`src/hw/rtl/fptr_pkg.sv`:
```
// Package for the footswitch press-toggle relay controller.
// Holds the register index codes, configuration, state and result types.
// No dependencies; every other RTL file imports it.
`timescale 1ns / 1ps

package fptr_pkg;

    // Configuration port widths.
    localparam int CFG_IDX_W  = 2;
    localparam int CFG_DATA_W = 16;

    // Register indexes on the configuration port.
    typedef enum logic [CFG_IDX_W-1:0] {
        CFG_INTEG_CEILING     = 2'd0,
        CFG_LONG_HOLD_TICKS   = 2'd1,
        CFG_RELAY_PULSE_TICKS = 2'd2,
        CFG_INITIAL_STATE     = 2'd3
    } t_cfg_idx;

    // Reset values of the configuration registers.
    localparam logic [7:0]  INTEG_CEILING_RST     = 8'd10;
    localparam logic [15:0] LONG_HOLD_TICKS_RST   = 16'd1000;
    localparam logic [15:0] RELAY_PULSE_TICKS_RST = 16'd20;
    localparam logic        INITIAL_STATE_RST     = 1'b0;

    // Current configuration.
    typedef struct packed {
        logic [7:0]  integ_ceiling;
        logic [15:0] long_hold_ticks;
        logic [15:0] relay_pulse_ticks;
        logic        initial_state;
    } t_cfg;

    // Controller state carried from one word to the next.
    typedef struct packed {
        logic [7:0]  integrator;
        logic [15:0] held_ticks;
        logic        was_released;
        logic        toggle_pending;
        logic        turn_on_pending;
        logic        on_state;
        logic        state_valid;
        logic [16:0] pulse_timer;
    } t_state;

    localparam t_state STATE_RST = '{
        integrator:      8'd0,
        held_ticks:      16'd0,
        was_released:    1'b1,
        toggle_pending:  1'b0,
        turn_on_pending: 1'b0,
        on_state:        1'b0,
        state_valid:     1'b0,
        pulse_timer:     17'd0
    };

    // One result word.
    typedef struct packed {
        logic switch_on;
        logic coil_set;
        logic coil_reset;
        logic partner_off;
        logic save_state;
        logic busy_res;
    } t_result;

endpackage

```
`src/hw/rtl/fptr_cfg.sv`:
```
// Configuration registers of the footswitch relay controller.
// Depends on fptr_pkg for the index codes, reset values and t_cfg.
`timescale 1ns / 1ps

module fptr_cfg (
    input  logic                            i_clk,
    input  logic                            i_rst_n,
    input  logic                            i_cfg_we,
    input  logic [fptr_pkg::CFG_IDX_W-1:0]  i_cfg_idx,
    input  logic [fptr_pkg::CFG_DATA_W-1:0] i_cfg_data,
    output fptr_pkg::t_cfg                  o_cfg
);
    import fptr_pkg::*;

    t_cfg r_cfg;
    t_cfg n_cfg;

    // Decode a write into the addressed register.
    always_comb begin
        n_cfg = r_cfg;
        if (i_cfg_we) begin
            case (t_cfg_idx'(i_cfg_idx))
                CFG_INTEG_CEILING:     n_cfg.integ_ceiling     = i_cfg_data[7:0];
                CFG_LONG_HOLD_TICKS:   n_cfg.long_hold_ticks   = i_cfg_data;
                CFG_RELAY_PULSE_TICKS: n_cfg.relay_pulse_ticks = i_cfg_data;
                CFG_INITIAL_STATE:     n_cfg.initial_state     = i_cfg_data[0];
                default:               n_cfg = r_cfg;
            endcase
        end
    end

    // Register bank with its reset values.
    always_ff @(posedge i_clk) begin
        if (!i_rst_n) begin
            r_cfg.integ_ceiling     <= INTEG_CEILING_RST;
            r_cfg.long_hold_ticks   <= LONG_HOLD_TICKS_RST;
            r_cfg.relay_pulse_ticks <= RELAY_PULSE_TICKS_RST;
            r_cfg.initial_state     <= INITIAL_STATE_RST;
        end else begin
            r_cfg <= n_cfg;
        end
    end

    assign o_cfg = r_cfg;

endmodule

```
`src/hw/rtl/fptr_step.sv`:
```
// Per-tick logic of the footswitch relay controller: relay pulse timing,
// startup load, partner force-off and the debounce/press decoding.
// Purely combinational; depends on fptr_pkg.
`timescale 1ns / 1ps

module fptr_step (
    input  fptr_pkg::t_cfg    i_cfg,
    input  fptr_pkg::t_state  i_state,
    input  logic              i_raw_level,
    input  logic              i_force_off,
    output fptr_pkg::t_state  o_state,
    output fptr_pkg::t_result o_result
);
    import fptr_pkg::*;

    logic [15:0] pulse_len;
    logic [16:0] pulse_len_x;
    logic [16:0] pulse_total;
    logic [7:0]  lim;
    logic [15:0] held_inc;
    logic        fire;
    logic        target;
    t_state      st;
    t_result     res;

    // Zero lengths behave as one; the full pulse plus hold is twice that.
    assign pulse_len   = (i_cfg.relay_pulse_ticks == 16'd0) ? 16'd1 : i_cfg.relay_pulse_ticks;
    assign pulse_len_x = {1'b0, pulse_len};
    assign pulse_total = {pulse_len, 1'b0} - 17'd1;
    assign lim         = (i_cfg.integ_ceiling == 8'd0) ? 8'd1 : i_cfg.integ_ceiling;

    always_comb begin
        st       = i_state;
        res      = '0;
        held_inc = 16'd0;
        fire     = 1'b0;
        target   = 1'b0;

        if (i_state.pulse_timer != 17'd0) begin
            // Coil drive during the first half, then hold; save at the turnover.
            if (i_state.pulse_timer > pulse_len_x) begin
                res.coil_set   = i_state.on_state;
                res.coil_reset = !i_state.on_state;
            end
            res.save_state = (i_state.pulse_timer == pulse_len_x);
            res.busy_res   = 1'b1;
            st.pulse_timer = i_state.pulse_timer - 17'd1;
        end else if (!i_state.state_valid) begin
            // First tick after reset loads the saved state and pulses the relay.
            st.state_valid = 1'b1;
            st.on_state    = i_cfg.initial_state;
            st.pulse_timer = pulse_total;
            res.coil_set   = i_cfg.initial_state;
            res.coil_reset = !i_cfg.initial_state;
            res.busy_res   = 1'b1;
        end else if (i_force_off && i_state.on_state) begin
            // Partner asks us off.
            st.on_state    = 1'b0;
            st.pulse_timer = pulse_total;
            res.coil_reset = 1'b1;
            res.busy_res   = 1'b1;
        end else begin
            // Integrator: count down while pressed, up toward the limit while released.
            if (!i_raw_level) begin
                if (st.integrator != 8'd0) begin
                    st.integrator = st.integrator - 8'd1;
                end
            end else if (st.integrator < lim) begin
                st.integrator = st.integrator + 8'd1;
            end

            if (st.integrator == 8'd0) begin
                // Pressed: count held time and detect a long press.
                held_inc = (st.held_ticks != 16'hFFFF) ? st.held_ticks + 16'd1
                                                       : st.held_ticks;
                st.held_ticks = held_inc;
                if (held_inc >= i_cfg.long_hold_ticks) begin
                    st.held_ticks     = i_cfg.long_hold_ticks;
                    res.partner_off   = 1'b1;
                    st.toggle_pending = 1'b0;
                end
                if (st.on_state) begin
                    if (st.was_released) begin
                        st.toggle_pending  = 1'b1;
                        st.turn_on_pending = 1'b0;
                    end
                end else begin
                    st.turn_on_pending = 1'b1;
                    st.toggle_pending  = 1'b1;
                end
                st.was_released = 1'b0;
            end else if (st.integrator >= lim) begin
                // Released: act on a pending toggle.
                fire               = st.toggle_pending;
                target             = st.turn_on_pending;
                st.turn_on_pending = 1'b0;
                st.toggle_pending  = 1'b0;
                st.was_released    = 1'b1;
                st.held_ticks      = 16'd0;
                st.integrator      = lim;
                if (fire && (target != st.on_state)) begin
                    st.on_state    = target;
                    st.pulse_timer = pulse_total;
                    res.coil_set   = target;
                    res.coil_reset = !target;
                    res.busy_res   = 1'b1;
                end
            end
        end

        res.switch_on = st.on_state;
    end

    assign o_state  = st;
    assign o_result = res;

endmodule

```
`src/hw/rtl/footswitch_press_toggle_relay_top.sv`:
```
// Top level of the footswitch press-toggle relay controller.
// Instantiates fptr_cfg and fptr_step; depends on fptr_pkg.
// Each accepted word is one tick: an input register, combinational step logic
// and a result register. While the output is not stalled the block takes one
// word per clock cycle, and it gives one result word per input word; a word
// passes from the input register through the step logic into the result
// register. The rate is set by the combinational step logic, whose state
// is updated as a word moves from the input register to the result
// register. While the output is stalled the block holds two words, then
// drops input ready. Configuration writes take effect on the next cycle.
`timescale 1ns / 1ps

module footswitch_press_toggle_relay_top (
    input  logic                            i_clk,
    input  logic                            i_rst_n,
    // Configuration port.
    input  logic                            i_cfg_we,
    input  logic [fptr_pkg::CFG_IDX_W-1:0]  i_cfg_idx,
    input  logic [fptr_pkg::CFG_DATA_W-1:0] i_cfg_data,
    // Input channel.
    input  logic                            i_in_valid,
    output logic                            o_in_ready,
    input  logic                            i_raw_level,
    input  logic                            i_force_off,
    // Result channel.
    output logic                            o_out_valid,
    input  logic                            i_out_ready,
    output logic                            o_switch_on,
    output logic                            o_coil_set,
    output logic                            o_coil_reset,
    output logic                            o_partner_off,
    output logic                            o_save_state,
    output logic                            o_busy_res
);
    import fptr_pkg::*;

    t_cfg    cfg;
    t_state  r_state;
    t_state  n_state;
    t_result n_result;
    t_result r_result;
    logic    r_in_valid;
    logic    r_raw_level;
    logic    r_force_off;
    logic    r_out_valid;
    logic    advance;

    fptr_cfg u_cfg (
        .i_clk      (i_clk),
        .i_rst_n    (i_rst_n),
        .i_cfg_we   (i_cfg_we),
        .i_cfg_idx  (i_cfg_idx),
        .i_cfg_data (i_cfg_data),
        .o_cfg      (cfg)
    );

    fptr_step u_step (
        .i_cfg       (cfg),
        .i_state     (r_state),
        .i_raw_level (r_raw_level),
        .i_force_off (r_force_off),
        .o_state     (n_state),
        .o_result    (n_result)
    );

    // A word moves on when the result register is empty or being drained.
    assign advance    = r_in_valid && (!r_out_valid || i_out_ready);
    assign o_in_ready = !r_in_valid || advance;

    // Input register.
    always_ff @(posedge i_clk) begin
        if (!i_rst_n) begin
            r_in_valid <= 1'b0;
        end else if (o_in_ready) begin
            r_in_valid <= i_in_valid;
        end
    end

    always_ff @(posedge i_clk) begin
        if (o_in_ready && i_in_valid) begin
            r_raw_level <= i_raw_level;
            r_force_off <= i_force_off;
        end
    end

    // Controller state advances once per word.
    always_ff @(posedge i_clk) begin
        if (!i_rst_n) begin
            r_state <= STATE_RST;
        end else if (advance) begin
            r_state <= n_state;
        end
    end

    // Result register.
    always_ff @(posedge i_clk) begin
        if (!i_rst_n) begin
            r_out_valid <= 1'b0;
        end else if (advance) begin
            r_out_valid <= 1'b1;
        end else if (i_out_ready) begin
            r_out_valid <= 1'b0;
        end
    end

    always_ff @(posedge i_clk) begin
        if (advance) begin
            r_result <= n_result;
        end
    end

    assign o_out_valid   = r_out_valid;
    assign o_switch_on   = r_result.switch_on;
    assign o_coil_set    = r_result.coil_set;
    assign o_coil_reset  = r_result.coil_reset;
    assign o_partner_off = r_result.partner_off;
    assign o_save_state  = r_result.save_state;
    assign o_busy_res    = r_result.busy_res;

endmodule

```
`config.mk`:
```
export PLATFORM = sky130hd
export DESIGN_NAME = footswitch_press_toggle_relay_top
export DESIGN_NICKNAME = d
export VERILOG_FILES = /design/src/hw/rtl/fptr_pkg.sv /design/src/hw/rtl/fptr_cfg.sv /design/src/hw/rtl/fptr_step.sv /design/src/hw/rtl/footswitch_press_toggle_relay_top.sv
export SDC_FILE = /design/constraint.sdc
export NUM_CORES = 1
export LEC_CHECK = 0
export ABC_AREA = 1
export BUFFER_PORTS_ARGS = -buffer_cell sky130_fd_sc_hd__clkbuf_2
export CAP_MARGIN = 20
export CORE_AREA = 2 2 109 111
export CTS_BUF_LIST = sky130_fd_sc_hd__clkbuf_4 sky130_fd_sc_hd__clkbuf_8
export CTS_CLUSTER_DIAMETER = 60
export DETAILED_ROUTE_END_ITERATION = 6
export DIE_AREA = 0 0 111 113
export PLACE_DENSITY_LB_ADDON = 0.12
export SLEW_MARGIN = 20
export SYNTH_ARGS = -nofsm -noshare
export SYNTH_HDL_FRONTEND = slang
export SYNTH_SLANG_ARGS = --single-unit
```
`constraint.sdc`:
```
create_clock -name i_clk -period 6.5 [get_ports i_clk]
set_input_delay 0.325 -clock i_clk [delete_from_list [all_inputs] [get_ports i_clk]]
set_output_delay 0.325 -clock i_clk [all_outputs]
set_load 0.03 [all_outputs]
```
Word-level counts from Yosys, hierarchy flattened
Cells that the tools add are included.
{"block": "word_totals", "input_bits": 25, "romBits": 0, "ff_bits": 97, "mem_count": 0, "ramBits": 0, "latch_bits": 0, "word_cells": 118, "out_inout_bits": 8}
{"block": "op_classes", "reduce_logical": 31, "n_div": 0, "n_bitwise": 4, "mul": 0, "muxes": 41, "eq_ne": 11, "add_sub_neg": 5, "magnitude_cmp": 4, "shift": 0}
{"operator": "two-way mux 17 bit", "n": 6}
{"operator": "two-way mux 8 bit", "n": 8}
{"operator": "two-way mux 16 bit", "n": 3}
{"operator": "subtractor 17 x 1 -> 17 bit (second input constant)", "n": 2}
{"operator": "two-way mux 28 bit", "n": 1}
{"operator": "two-way mux 19 bit", "n": 1}
{"operator": "two-way mux 2 bit", "n": 9}
{"operator": "== test 17 x 16 -> 1 bit", "n": 1}
{"operator": "> comparator 17 x 16 -> 1 bit", "n": 1}
{"operator": "nonzero test 17 bit", "n": 1}
{"operator": "adder 16 x 1 -> 16 bit (second input constant)", "n": 1}
{"operator": "greater-or-equal comparator 16 bit", "n": 1}
{"operator": "zero test 16 bit", "n": 1}
{"operator": "zero test 8 bit", "n": 2}
{"operator": "!= test 16 bit (second input constant)", "n": 1}
{"operator": "two-way mux 1 bit", "n": 13}
{"operator": "AND reduction 6 bit", "n": 2}
{"operator": "AND reduction 2 bit", "n": 5}
{"operator": "adder 8 x 1 -> 8 bit (second input constant)", "n": 1}
{"operator": "greater-or-equal comparator 8 bit", "n": 1}
{"operator": "less-than comparator 8 bit", "n": 1}
{"operator": "!= test 4 x 1 -> 1 bit (second input constant)", "n": 2}
{"operator": "AND reduction 4 bit", "n": 2}
{"operator": "nonzero test 8 bit", "n": 1}
{"operator": "16 further kinds", "n": 29}

Depth between registers and ports, before layout
{"block": "depth", "depth_word": 14, "ltp_mapped": 28, "mapped_depth_nobuf": 27}

Cells and area by module
Synthesis repeated with hierarchy kept, for this count alone.
{"block": "unflattened", "hier_cells": 1334, "hier_area_um2": 8165.3}
{"module": "fptr_step", "cells_per_inst": 764, "seq_area_each_um2": 0.0, "area_each_um2": 4090.2, "instances": 1}
{"module": "footswitch_press_toggle_relay_top", "cells_per_inst": 320, "seq_area_each_um2": 1201.2, "area_each_um2": 2379.8, "instances": 1}
{"module": "fptr_cfg", "cells_per_inst": 250, "seq_area_each_um2": 820.8, "area_each_um2": 1695.4, "instances": 1}

Least setup slack after synthesis
No wires, ideal clock.
{"block": "synth_timing", "path_kind": "register to register", "start": "register r_state[43] (netlist name)", "end": "register r_state[24] (netlist name)", "path_buffers": 2, "arrival_time_ns": 3.234, "required_ns": 6.380, "stages_incl_launch_ff": 26, "path_slack_ns": 3.146, "path_cell_list": "dfxtp_1 -> ha_1 -> nand2_1 -> inv_1 -> o21ai_1 -> nand2_1 -> nor2_1 -> nand3_1 -> nor3_1 -> nand2_1 -> nand2_1 -> nand3_1 -> nand2_1 -> inv_1 -> ha_1 -> nand2_1 -> nor2_1 -> nand4_1 -> nand3_1 -> clkbuf_1 -> inv_1 -> nand2_4 -> nand2_4 -> buf_2 -> a21oi_1 -> a21oi_1"}
{"block": "synth_via", "elab_chain_cells": 9, "word_cells_on_any_way": 15, "classes_between": "add/sub (2); order compare (2); mux (7); reduce/logical (4)"}
{"element": "start: declaration", "line": "footswitch_press_toggle_relay_top.sv:38", "text": "t_state r_state;"}
{"element": "start signal: assignment", "line": "footswitch_press_toggle_relay_top.sv:91", "text": "r_state <= n_state;"}
{"element": "subtractor 8 x 1 -> 8 bit, or another cell as far along", "line": "fptr_step.sv:66", "text": "st.integrator = st.integrator - 8'd1;"}
{"element": "two-way mux 8 bit, on equally long branches", "line": "fptr_step.sv:65, fptr_step.sv:68"}
{"element": "two-way mux 8 bit (*)", "line": "fptr_step.sv:64", "text": "if (!i_raw_level) begin"}
{"element": "two-way mux 8 bit (*)", "line": "fptr_step.sv:56", "text": "end else if (i_force_off && i_state.on_state) begin"}
{"element": "two-way mux 8 bit (*)", "line": "fptr_step.sv:48", "text": "end else if (!i_state.state_valid) begin"}
{"element": "two-way mux 8 bit (*)", "line": "fptr_step.sv:39", "text": "if (i_state.pulse_timer != 17'd0) begin"}
{"element": "greater-or-equal comparator 8 bit / zero test 8 bit (equally long branches)", "line": "fptr_step.sv:92, fptr_step.sv:72"}
{"element": "nonzero test 2 bit (no line)"}
{"element": "AND reduction 5 bit (no line)"}
Mark *: on every way between the ends. The rest lies on a longest branch, timed or not. The select of a mux whose other input is x is not followed.
A chain may end at the register's enable or synchronous reset.

Worst setup path after layout
{"block": "layout_timing", "start": "register r_state[43] (netlist name)", "end": "register r_state[26] (netlist name)"}
Same word-level chain as after synthesis.

==> results.sh <==
export IMPL_status="finished clean"
export IMPL_ys_seq_area_share_pct=30.08
export IMPL_cts_resized=0
export IMPL_place_area_um2=6908
export IMPL_wire_per_inst_um=13.62
export IMPL_num_rows=39
export IMPL_cts_buffers=9
export IMPL_gr_usage_all_layers_pct=25.89
export IMPL_drive_above_1_share_pct=8.333
export IMPL_slew_headroom_pct=28.50
export IMPL_clockRootBuffer="clkbuf_8"
export IMPL_final_area_um2=7078
export IMPL_routed_via_density=5.353
export IMPL_worstPathArrival_ns=4.23
export IMPL_min_path_type="primary input to flop"
export IMPL_grt_max_degree=80
export IMPL_worst_slack_ns=2.554
export IMPL_vias=6161
export IMPL_layout_commonest_cell="nand2_1"
export IMPL_cts_buffer_depth=2
export IMPL_area_growth_pct=5.305
export IMPL_fmax_ghz=0.2534
export IMPL_crit_top_cell="nand2_1"
export IMPL_grt_pass1_vias=5696
export IMPL_finalClockSkew_ns=0.005435
export IMPL_syn_area_per_cell_um2=6.796
export IMPL_postCtsHoldBufs=0
export IMPL_synthesis_area_um2=6721
export IMPL_routed_wl_mm=15.68
export IMPL_power_leakage_nw=3.285
export IMPL_crit_start="r_state[43]"
export IMPL_min_period_ns=3.946
export IMPL_regArea_um2=2022
export IMPL_crit_family="simple AND/OR/NAND/NOR gates"
export IMPL_r2r_cells=23
export IMPL_crit_chain="ha_1 > nand2_1 > inv_1 > o21ai_1 > nand2_1 > nor2_1 > nand3_1 > nor3_1 > nand2_1 > nand2_1 > nand3_1 > nand2_1 > inv_1 > ha_1 > a21oi_1 > o21a_1 > nand3_1 > inv_1 > nand2_4 > nand2_4 > nand2_1 > nand2_1 > a21oi_1"
export IMPL_place_ws_ns=2.598
export IMPL_nNetsFinal=1081
export IMPL_synth_cell_type_count=44
export IMPL_io_buffers=32
export IMPL_reg2reg_from="r_state[43]"
export IMPL_dp_cells=1135
export IMPL_hold_viol_final=0
export IMPL_endpoint="r_state[26]"
export IMPL_multi_input_area_um2=4005
export IMPL_required_ns=6.78
export IMPL_routabilityCongestion=0.8879
export IMPL_critPathSlowestCell="dfxtp_1"
export IMPL_slew_viol_final=0
export IMPL_setup_viol=0
export IMPL_final_fill_count=1113
export IMPL_crit_buf_inv=3
export IMPL_coreArea_um2=11270
export IMPL_die_h_um=113
export IMPL_initial_core_util_pct=59.63
export IMPL_utilization_pct=62.79
export IMPL_clock_sinks=97
export IMPL_cp_end_kind="flop"
export IMPL_grt_ovfl_total=0
export IMPL_clk_latency_ns=0.39
export IMPL_cap_violations=0
export IMPL_firstDrtPassIters=5
export IMPL_syn_nets=1067
export IMPL_mostFrequentLayoutCells="nand2_1, inv_1, a21oi_1, dfxtp_1, nor2_1"
export IMPL_die_area_um2=12540
export IMPL_tightest_slew_ns=1.068
export IMPL_powerDensity_nw_per_um2=182.6
export IMPL_hpwlAfterDp_mm=11.89
export IMPL_ys_warn_count=0
export IMPL_drtAntennaViolNets=0
export IMPL_htreeDepth=3
export IMPL_rsz0062_at_grt="false"
export IMPL_cts_tree="yes"
export IMPL_cts_setup_buffers=0
export IMPL_fin_crit_sh_pct=60.71
export IMPL_final_cells=1151
export IMPL_syn_inst=989
export IMPL_ys_ff_latch=97
export IMPL_setup_tns_ns=0
export IMPL_r2r_setup_slack_ns=2.55
export IMPL_drc=0
export IMPL_timing_rr_end="r_state[26]"
export IMPL_clkTransAtPathRegs_ns=0.10
export IMPL_max_vdd_ir_drop_mv=0.1278
export IMPL_critical_path_class="flop to flop"
export IMPL_critPathLaunchType="flop"
export IMPL_fp_dieW_um=111
export IMPL_ios=33
export IMPL_insertedDiodeCount=0
export IMPL_grt_pass1_wl_mm=26.75
export IMPL_drt_iter0_markers=387
export IMPL_cpPeakStageDelay_ns=0.48
export IMPL_path_max_fanout=32
export IMPL_antenna_found_initial=0
export IMPL_cp_num_cells=23
layout make-up:
cell class | count | share of cell area (%)
clock inverter | 7 | 0.6541
clock buffer | 9 | 1.750
multi-input combinational | 723 | 56.58
tap | 143 | 2.528
sequential | 97 | 28.57
inverter | 139 | 7.548
timing repair buffer | 33 | 2.369
per-layer routing:
layer / routed length (um) / global-route usage [%] / share of wire (%)
met5: 0 / 0 / 0
met4: 431 / 10.42 / 2.7
met3: 709 / 2.732 / 4.5
met2: 6854 / 40.98 / 44
met1: 7684 / 36.48 / 49
worst min path at each step:
stage / to / start / cells after the start
after global routing: r_raw_level / i_raw_level / 1
final: r_raw_level / i_raw_level / 1
after floorplan: r_force_off / i_force_off / 0
after CTS: r_raw_level / i_raw_level / 1
after detailed placement: u_cfg.o_cfg[1] / u_cfg.o_cfg[1] / 2
after global placement: u_cfg.o_cfg[1] / u_cfg.o_cfg[1] / 2
stage by stage:
step / hold WS (ns) / power [mW]
2_1_floorplan: 0.4239 / 0.8729
4_1_cts: 0.09562 / 1.304
3_3_place_gp: 0.4677 / 0.9336
5_1_grt: 0.1019 / 1.368
6_report: 0.1076 / 1.293
3_5_place_dp: 0.4692 / 0.9367
cells in the mapped netlist, drive strengths merged:
cell type / number / area share (%)
o211ai: 14 / 1.6
nand2: 218 / 13
a21oi: 110 / 8.2
clkbuf: 18 / 1.0
nor3b: 2 / 0.22
or2: 2 / 0.19
nand3b: 1 / 0.11
nor3: 21 / 1.6
edfxtp: 8 / 3.6
nor2: 108 / 7.8
buf: 12 / 1.4
a31oi: 9 / 0.84
nand4: 9 / 0.84
nand3: 65 / 4.9
a32oi: 2 / 0.26
xnor2: 5 / 0.65
a21boi: 1 / 0.11
o21ai: 66 / 5.0
o31ai: 2 / 0.22
xor2: 24 / 3.1
a22oi: 1 / 0.11
and3: 1 / 0.093
a211oi: 1 / 0.11
dfxtp: 89 / 27
inv: 138 / 7.9
clkinv: 1 / 0.056
a221oi: 2 / 0.26
ha: 53 / 9.9
nor4: 5 / 0.47
o21a: 1 / 0.11
kinds of logic (layout without fill, tap and decap cells):
group                      count (synthesis)  after routing  share of synthesized area [%]
adders and majority gates                 53             53                          9.866
AOI/OAI and AO/OA                        209            209                          16.75
and+or+nand+nor                          432            432                          29.19
xor gates and xnor gates                  29             29                          3.779
DFF                                       97             97                          30.08
buffers and inverters                    169            188                          10.33
power breakdown:
group / internal (mW) / switching [mW]
clock network: 0.139 / 0.229
logic: 0.0958 / 0.175
registers: 0.629 / 0.0244
registers in the layout, indices dropped and copies added (netlist names):
signal and cells:
u_cfg.o_cfg 41, o_save_state 1, r_force_off 1, r_in_valid 1
r_raw_level 1, o_coil_reset 1, o_coil_set 1, r_state 46
o_out_valid 1, o_switch_on 1, o_partner_off 1, o_busy_res 1
Power figures use the tool's default switching activity.
